**src/rtl/core/brcs_pkg.sv**
```systemverilog
// ----------------------------------------------------------------------------
// brcs_pkg: shared types and helpers for the blit rectangle clip setup
// Payload structs, configuration register indexes, status codes and the
// per-axis clip function.
// ----------------------------------------------------------------------------
`default_nettype none

package brcs_pkg;

  // Configuration register indexes.
  localparam logic [1:0] CFG_DEST_WIDTH  = 2'd0;
  localparam logic [1:0] CFG_DEST_HEIGHT = 2'd1;
  localparam logic [1:0] CFG_DEST_PITCH  = 2'd2;
  localparam logic [1:0] CFG_BPP         = 2'd3;

  // Saturation limits.
  localparam logic [17:0] ROW_BYTES_MAX = 18'h3FFFF;
  localparam logic [31:0] OFFSET_MAX    = 32'hFFFF_FFFF;

  typedef enum logic [1:0] {
    ST_OK        = 2'd0,
    ST_SRC_EMPTY = 2'd1,
    ST_DST_EMPTY = 2'd2,
    ST_FORMAT    = 2'd3
  } status_t;

  typedef struct packed {
    logic [15:0] src_width;
    logic [15:0] src_height;
    logic [15:0] src_pitch;
    logic        src_has_rect;
    logic signed [15:0] src_x;
    logic signed [15:0] src_y;
    logic [15:0] src_w;
    logic [15:0] src_h;
    logic        dst_has_rect;
    logic signed [15:0] dst_x;
    logic signed [15:0] dst_y;
    logic        formats_match;
  } brcs_in_t;

  typedef struct packed {
    status_t     status;
    logic [15:0] clip_src_x;
    logic [15:0] clip_src_y;
    logic [15:0] clip_dst_x;
    logic [15:0] clip_dst_y;
    logic [15:0] copy_width;
    logic [15:0] row_count;
    logic [17:0] row_bytes;
    logic [31:0] src_offset;
    logic [31:0] dst_offset;
  } brcs_out_t;

  typedef struct packed {
    logic [15:0] dest_width;
    logic [15:0] dest_height;
    logic [15:0] dest_pitch;
    logic [2:0]  bpp;
  } brcs_cfg_t;

  // Clipped geometry handed from the clip stage to the offset stage.
  typedef struct packed {
    status_t     status;
    logic [15:0] src_pitch;
    logic [15:0] sx;
    logic [15:0] sy;
    logic [15:0] dx;
    logic [15:0] dy;
    logic [15:0] w;
    logic [15:0] h;
  } brcs_clip_t;

  typedef struct packed {
    logic [15:0] pos;
    logic [15:0] size;
  } brcs_axis_t;

  // Clip one axis: a negative origin moves to zero and eats into the size,
  // then the far edge is trimmed to the surface extent.
  function automatic brcs_axis_t clip_axis(input logic signed [15:0] p,
                                           input logic [15:0] n,
                                           input logic [15:0] e);
    logic signed [18:0] pp;
    logic signed [18:0] nn;
    logic signed [18:0] lim;
    brcs_axis_t         res;
    pp  = {{3{p[15]}}, p};
    nn  = {3'b000, n};
    lim = {3'b000, e};
    if (pp < 19'sd0) begin
      nn = nn + pp;
      if (nn < 19'sd0) begin
        nn = 19'sd0;
      end
      pp = 19'sd0;
    end
    if ((pp + nn) > lim) begin
      nn = lim - pp;
      if (nn < 19'sd0) begin
        nn = 19'sd0;
      end
    end
    res.pos  = pp[15:0];
    res.size = nn[15:0];
    return res;
  endfunction

endpackage

`default_nettype wire

```
**src/rtl/core/brcs_clip.sv**
```systemverilog
// ----------------------------------------------------------------------------
// brcs_clip: rectangle clipping
// Clips the source rectangle to the source surface and the destination
// rectangle to the destination surface, and picks the status code.
// ----------------------------------------------------------------------------
`default_nettype none

module brcs_clip
  import brcs_pkg::*;
(
  input  var brcs_in_t   req,
  input  var brcs_cfg_t  cfg,
  output brcs_clip_t     clip
);

  brcs_axis_t src_cx;
  brcs_axis_t src_cy;
  brcs_axis_t dst_cx;
  brcs_axis_t dst_cy;
  logic [15:0] sx;
  logic [15:0] sy;
  logic [15:0] sw;
  logic [15:0] sh;
  logic signed [15:0] dx_in;
  logic signed [15:0] dy_in;
  logic src_empty;
  logic dst_empty;

  // Source side: the given rectangle, or the whole surface.
  assign src_cx = clip_axis(req.src_x, req.src_w, req.src_width);
  assign src_cy = clip_axis(req.src_y, req.src_h, req.src_height);

  always_comb begin
    if (req.src_has_rect) begin
      sx = src_cx.pos;
      sy = src_cy.pos;
      sw = src_cx.size;
      sh = src_cy.size;
    end else begin
      sx = 16'd0;
      sy = 16'd0;
      sw = req.src_width;
      sh = req.src_height;
    end
  end

  assign src_empty = req.src_has_rect && ((sw == 16'd0) || (sh == 16'd0));

  // Destination side takes the source size.
  assign dx_in = req.dst_has_rect ? req.dst_x : 16'sd0;
  assign dy_in = req.dst_has_rect ? req.dst_y : 16'sd0;
  assign dst_cx = clip_axis(dx_in, sw, cfg.dest_width);
  assign dst_cy = clip_axis(dy_in, sh, cfg.dest_height);
  assign dst_empty = (dst_cx.size == 16'd0) || (dst_cy.size == 16'd0);

  // Status and clipped geometry.
  always_comb begin
    if (src_empty) begin
      clip.status = ST_SRC_EMPTY;
    end else if (dst_empty) begin
      clip.status = ST_DST_EMPTY;
    end else if (req.formats_match) begin
      clip.status = ST_OK;
    end else begin
      clip.status = ST_FORMAT;
    end
    clip.src_pitch = req.src_pitch;
    clip.sx        = sx;
    clip.sy        = sy;
    clip.dx        = dst_cx.pos;
    clip.dy        = dst_cy.pos;
    clip.w         = dst_cx.size;
    clip.h         = dst_cy.size;
  end

endmodule

`default_nettype wire

```
**src/rtl/core/brcs_offset.sv**
```systemverilog
// ----------------------------------------------------------------------------
// brcs_offset: byte offset and row length
// Forms the start byte offsets and the row length from the clipped geometry,
// with saturation, and zeroes the fields of empty results.
// ----------------------------------------------------------------------------
`default_nettype none

module brcs_offset
  import brcs_pkg::*;
(
  input  var brcs_clip_t clip,
  input  var brcs_cfg_t  cfg,
  output brcs_out_t      res
);

  logic [31:0] src_row_prod;
  logic [31:0] dst_row_prod;
  logic [18:0] src_col_prod;
  logic [18:0] dst_col_prod;
  logic [32:0] src_sum;
  logic [32:0] dst_sum;
  logic [18:0] rb_prod;
  logic        empty;

  // Pitch times row plus column times bytes per pixel.
  assign src_row_prod = 32'(clip.src_pitch) * 32'(clip.sy);
  assign dst_row_prod = 32'(cfg.dest_pitch) * 32'(clip.dy);
  assign src_col_prod = 19'(clip.sx) * 19'(cfg.bpp);
  assign dst_col_prod = 19'(clip.dx) * 19'(cfg.bpp);
  assign src_sum = {1'b0, src_row_prod} + {14'd0, src_col_prod};
  assign dst_sum = {1'b0, dst_row_prod} + {14'd0, dst_col_prod};
  assign rb_prod = 19'(clip.w) * 19'(cfg.bpp);

  assign empty = (clip.status == ST_SRC_EMPTY) || (clip.status == ST_DST_EMPTY);

  // Empty results carry only their status.
  always_comb begin
    res.status = clip.status;
    if (empty) begin
      res.clip_src_x = 16'd0;
      res.clip_src_y = 16'd0;
      res.clip_dst_x = 16'd0;
      res.clip_dst_y = 16'd0;
      res.copy_width = 16'd0;
      res.row_count  = 16'd0;
      res.row_bytes  = 18'd0;
      res.src_offset = 32'd0;
      res.dst_offset = 32'd0;
    end else begin
      res.clip_src_x = clip.sx;
      res.clip_src_y = clip.sy;
      res.clip_dst_x = clip.dx;
      res.clip_dst_y = clip.dy;
      res.copy_width = clip.w;
      res.row_count  = clip.h;
      res.row_bytes  = rb_prod[18] ? ROW_BYTES_MAX : rb_prod[17:0];
      res.src_offset = src_sum[32] ? OFFSET_MAX : src_sum[31:0];
      res.dst_offset = dst_sum[32] ? OFFSET_MAX : dst_sum[31:0];
    end
  end

endmodule

`default_nettype wire

```
**src/rtl/core/blit_rect_clip_setup.sv**
```systemverilog
// ----------------------------------------------------------------------------
// blit_rect_clip_setup: blit rectangle clip and offset setup
// A request beat that is taken passes the input register, clip register and
// result register in turn. Throughput: one request per cycle while out_stall
// is low, set by the three-stage register pipeline.
// Reset: synchronous active-low rst_n empties the pipeline and sets the
// destination size and pitch to zero and bytes per pixel to one.
// ----------------------------------------------------------------------------
`default_nettype none

module blit_rect_clip_setup
  import brcs_pkg::*;
(
  input  wire        clk,
  input  wire        rst_n,
  input  wire        in_valid,
  output logic       in_stall,
  input  var brcs_in_t in_data,
  output logic       out_valid,
  input  wire        out_stall,
  output brcs_out_t  out_data,
  input  wire        cfg_we,
  input  wire [1:0]  cfg_addr,
  input  wire [15:0] cfg_wdata
);

  brcs_cfg_t  cfg_r;
  brcs_in_t   req_r;
  brcs_clip_t clip_r;
  brcs_clip_t clip_nxt;
  brcs_out_t  res_r;
  brcs_out_t  res_nxt;
  logic       v0_r;
  logic       v1_r;
  logic       v2_r;
  logic       adv0;
  logic       adv1;
  logic       adv2;

  // Configuration registers.
  always_ff @(posedge clk) begin
    if (!rst_n) begin
      cfg_r.dest_width  <= 16'd0;
      cfg_r.dest_height <= 16'd0;
      cfg_r.dest_pitch  <= 16'd0;
      cfg_r.bpp         <= 3'd1;
    end else if (cfg_we) begin
      unique case (cfg_addr)
        CFG_DEST_WIDTH:  cfg_r.dest_width  <= cfg_wdata;
        CFG_DEST_HEIGHT: cfg_r.dest_height <= cfg_wdata;
        CFG_DEST_PITCH:  cfg_r.dest_pitch  <= cfg_wdata;
        CFG_BPP:         cfg_r.bpp         <= cfg_wdata[2:0];
        default: ;
      endcase
    end
  end

  // Each stage moves when the one after it is empty or moving.
  assign adv2     = !v2_r || !out_stall;
  assign adv1     = !v1_r || adv2;
  assign adv0     = !v0_r || adv1;
  assign in_stall = !adv0;

  always_ff @(posedge clk) begin
    if (!rst_n) begin
      v0_r <= 1'b0;
      v1_r <= 1'b0;
      v2_r <= 1'b0;
    end else begin
      if (adv0) begin
        v0_r <= in_valid;
      end
      if (adv1) begin
        v1_r <= v0_r;
      end
      if (adv2) begin
        v2_r <= v1_r;
      end
    end
  end

  // Pipeline payload registers.
  always_ff @(posedge clk) begin
    if (adv0) begin
      req_r <= in_data;
    end
    if (adv1) begin
      clip_r <= clip_nxt;
    end
    if (adv2) begin
      res_r <= res_nxt;
    end
  end

  brcs_clip u_clip (
    .req  (req_r),
    .cfg  (cfg_r),
    .clip (clip_nxt)
  );

  brcs_offset u_offset (
    .clip (clip_r),
    .cfg  (cfg_r),
    .res  (res_nxt)
  );

  assign out_valid = v2_r;
  assign out_data  = res_r;

endmodule

`default_nettype wire

```
**config.mk**
```make
export PLATFORM = sky130hd
export DESIGN_NAME = blit_rect_clip_setup
export DESIGN_NICKNAME = d
export VERILOG_FILES = /design/src/rtl/core/brcs_pkg.sv /design/src/rtl/core/brcs_clip.sv /design/src/rtl/core/brcs_offset.sv /design/src/rtl/core/blit_rect_clip_setup.sv
export SDC_FILE = /design/constraint.sdc
export NUM_CORES = 2
export LEC_CHECK = 0
export BUFFER_PORTS_ARGS = -buffer_cell sky130_fd_sc_hd__buf_4
export CELL_PAD_IN_SITES_DETAIL_PLACEMENT = 0
export CELL_PAD_IN_SITES_GLOBAL_PLACEMENT = 1
export CORE_AREA = 5 5 283 561
export CTS_CLUSTER_SIZE = 28
export DETAILED_ROUTE_END_ITERATION = 12
export DIE_AREA = 0 0 288 566
export PLACE_DENSITY_LB_ADDON = 0.05
export REMOVE_ABC_BUFFERS = 1
export SLEW_MARGIN = 10
export SYNTH_ARGS = -nofsm -noshare
export SYNTH_HDL_FRONTEND = slang
export SYNTH_HIERARCHICAL = 1
export SYNTH_SLANG_ARGS = --single-unit
```
**constraint.sdc**
```tcl
create_clock -name clk -period 13.5 [get_ports clk]
set_input_delay 2.7 -clock clk [delete_from_list [all_inputs] [get_ports clk]]
set_output_delay 2.7 -clock clk [all_outputs]
set_load 0.05 [all_outputs]
```
==> results.md <==
- R2R setup slack: 610 ps
- Total GRT Usage: 23.04%
- Synth Cell Area: 53330 um^2
- Area of placed instances: 61030 um^2
- Worst Setup Start Kind: flip-flop
- Worst Path Required: 13920 ps
- Seq/Total Area, Yosys: 26.86%
- Clock skew: 28.34 ps
- Initial Util: 34.59%
- Worst-Skew Late Latency: 690 ps
- Routed Antenna Nets: 0
- Hold Crit Endpoint: clip_r[107]
- Sink Count: 495
- Final setup viols: 0
- Top cell type by total area after synthesis: edfxtp_1
- # rows: 204
- Top cell by count, worst path: buf_4
- CP Buf/Inv Count: 9
- Peak Freq: 0.07760 GHz
- Via Count: 42550
- Die Footprint: 163000 um^2
- GPL Wtd Cong: 0.9001
- DR WL/cell: 22.84 um
- Worst IR drop on VDD: 0.0001201 V
- Crit-path max FO: 11
- Run status: completed
- Async S/R FF share, synth: 0%
- Largest net degree at the start of global routing: 129
- Worst Path Arrival: 13300 ps
- Top-area cell type share of the netlist area: 24.83%
- Hold crit path type: flip-flop to flip-flop
- Cell count of the worst hold path: 0
- Avg Inst Size Synth: 9.456 um^2
- Slowest-stage cell, CP: or4_1
- Root buffer cell: clkbuf_16
- Crit. End Element: flip-flop
- Yosys reg bits: 495
- Worst slew pin tran: 1305 ps
- Post-layout util: 40.88%
- Fill count: 15750
- Final Max Tran Viols: 0
- Core area: 154200 um^2
- Drt first pass iters: 5
- Share of layout cells above drive strength 1: 15.90%
- Yosys cell types: 103
- Post-Layout Inst Area: 63020 um^2
- Hold_sp: req_r[110]
- Hold slack: 423.9 ps
- DRT iter0 DRCs: 1769
- CTS buffer count: 53
- Slew headroom: 12.31%
- Cells after Synth: 5640
- Leak: 30.43 nW
- Area growth, synth to finish: 18.17%
- Clock Pin Slew Worst Setup and Hold Paths: 60 ps
- Die Ht: 566 um
- Largest stage delay on the critical path: 440 ps
- CP Class: flip-flop to flip-flop
- CP delay by family, top: compound AO/OA/AOI/OAI gates
- Synth top area cells: edfxtp_1, fa_1, ha_1, inv_1, and2_1
- Antenna violations before repair: 11
- Hold Fails Final Rpt: 0
- Worst-case clock buffer depth: 3
- Vias in the first global route: 46680
- Grt ovf: 0
- Die X: 288 um
- Hold buffer count at cts: 0
- CTS tree: done
- Post-Route WL: 191600 um
- Final worst path period share: 95.46%
- First-pass GRT wire length: 283700 um
- # DRC: 0
- EDFF count, synth: 441
- Post-DP HPWL: 157600 um
- Input/output buffers: 351
- DR vias/cell: 5.071
- Reg2reg end: clip_r[112]
- Ys flop type: edfxtp_1
- Htree depth: 2
- Synth warnings: 6
- Pwr/cell area: 112.5 nW/um^2
- Period minus WS final: 12890 ps
- Top Ports: 352
- Worst Reg-to-Reg Cells: 61
- Reg-to-reg startpoint: req_r[51]
- Final net count: 7486
- Max Cap Viol: 0
## where the power goes
part / total [mW] / internal (mW) / switching [mW]
clock: 1.54 / 0.832 / 0.711
combinational: 3.41 / 1.28 / 2.13
sequential: 2.14 / 1.94 / 0.200
## worst max path at each step
stage               from           to  slack, ps  cells past startpoint
2_1_floorplan  req_r[38]    clip_r[3]        490                     58
3_3_place_gp   req_r[35]  clip_r[112]        140                     62
3_5_place_dp   req_r[35]  clip_r[112]         70                     63
4_1_cts        req_r[35]  clip_r[112]         20                     63
5_1_grt        req_r[50]  clip_r[112]       -110                     64
6_report       req_r[51]  clip_r[112]        610                     61
## metrics by stage
| step | std cells | total power [mW] | setup slack (ps) | setup TNS [ps] |
|---|---|---|---|---|
| floorplan | 5428 | 4.170 | 488.7 | 0 |
| global placement | 8285 | 5.596 | 137.1 | 0 |
| detailed placement | 8285 | 5.593 | 73.95 | 0 |
| CTS | 8384 | 7.202 | 23.46 | 0 |
| global route | 8388 | 7.534 | -111.2 | -140.1 |
| finish | 8391 | 7.092 | 612.7 | 0 |
## cells by family after synthesis
kind of cell | count (synthesis) | share of synthesized area [%]
AO/OA/AOI/OAI | 985 | 12.25
flip-flops | 495 | 26.86
XOR/XNOR | 199 | 3.282
multiplexers | 65 | 1.229
buffers and inverters | 1131 | 8.260
other | 1 | 0.007031
adder cells (fa/ha/maj) | 1033 | 31.46
AND/OR/NAND/NOR | 1731 | 16.66
## worst reg2reg max path, delay by kind of cell (launching register included)
family	cells	cell delay, ps
AOI/OAI and AO/OA	28	6030
xor gates and xnor gates	2	250
adders and majority gates	6	1600
buffers and inverters	9	1510
DFF	1	430
and+or+nand+nor	16	2790
## layout make-up
class	instances	area (um^2)	share of cell area (%)
multi-input combinational	4017	34880	55.34
sequential	495	14330	22.73
timing repair buffer	800	6047	9.595
inverter	916	3443	5.464
tap	2060	2577	4.090
clock buffer	66	1418	2.249
clock inverter	33	322.8	0.5122
antenna	4	10.01	0.01588
## flip-flops by register name (all words and copies together), names as in the netlist
name,cells
out_valid,1
v0_r,1
v1_r,1
cfg_r,51
out_data,180
clip_r,114
req_r,147
## what timing repair did
action,in CTS,in global routing
resized for setup,0,48
buffers inserted,0,3
setup endpoints to repair,0,34
## cell usage after synthesis (all sizes together) (9+ instances only)
cell	n
nand2b	67
o2111ai	11
nor2	230
xnor2	118
inv	913
o41ai	13
a22oi	17
o31a	13
nor3	65
a31o	29
or3	23
a2111oi	9
dfxtp	54
edfxtp	441
nand3	71
and2	512
o21ai	171
buf	53
nor4	21
a211oi	38
o211ai	43
mux2i	61
o21bai	33
a211o	14
o21a	58
a21boi	11
nand2	553
o31ai	37
xor2	81
a31oi	61
fa	513
nand4	30
nand3b	11
and3	29
or2	15
a21oi	267
clkbuf	162
nor2b	57
a21o	85
ha	520
or4	17
## metal layers
layer | track usage, % | wire [um] | up-vias
li1 | - | - | 20090
met1 | 23.49 | 67000 | 21130
met2 | 46.42 | 107900 | 982
met3 | 2.273 | 6748 | 348
met4 | 9.875 | 9988 | 4
met5 | 0 | 27 | -
## layout by cell type (no fill, tap or decap), types with 67 or more instances in the layout
cell type,instances
nand3_1,68
and2_1,512
xor2_1,79
buf_4,796
nor2_1,226
inv_1,912
nand2_1,552
o21ai_0,158
xnor2_1,117
fa_1,511
nand2b_1,67
edfxtp_1,441
a21oi_1,260
ha_1,516
a21o_1,85
Power figures use the tool's default switching activity.
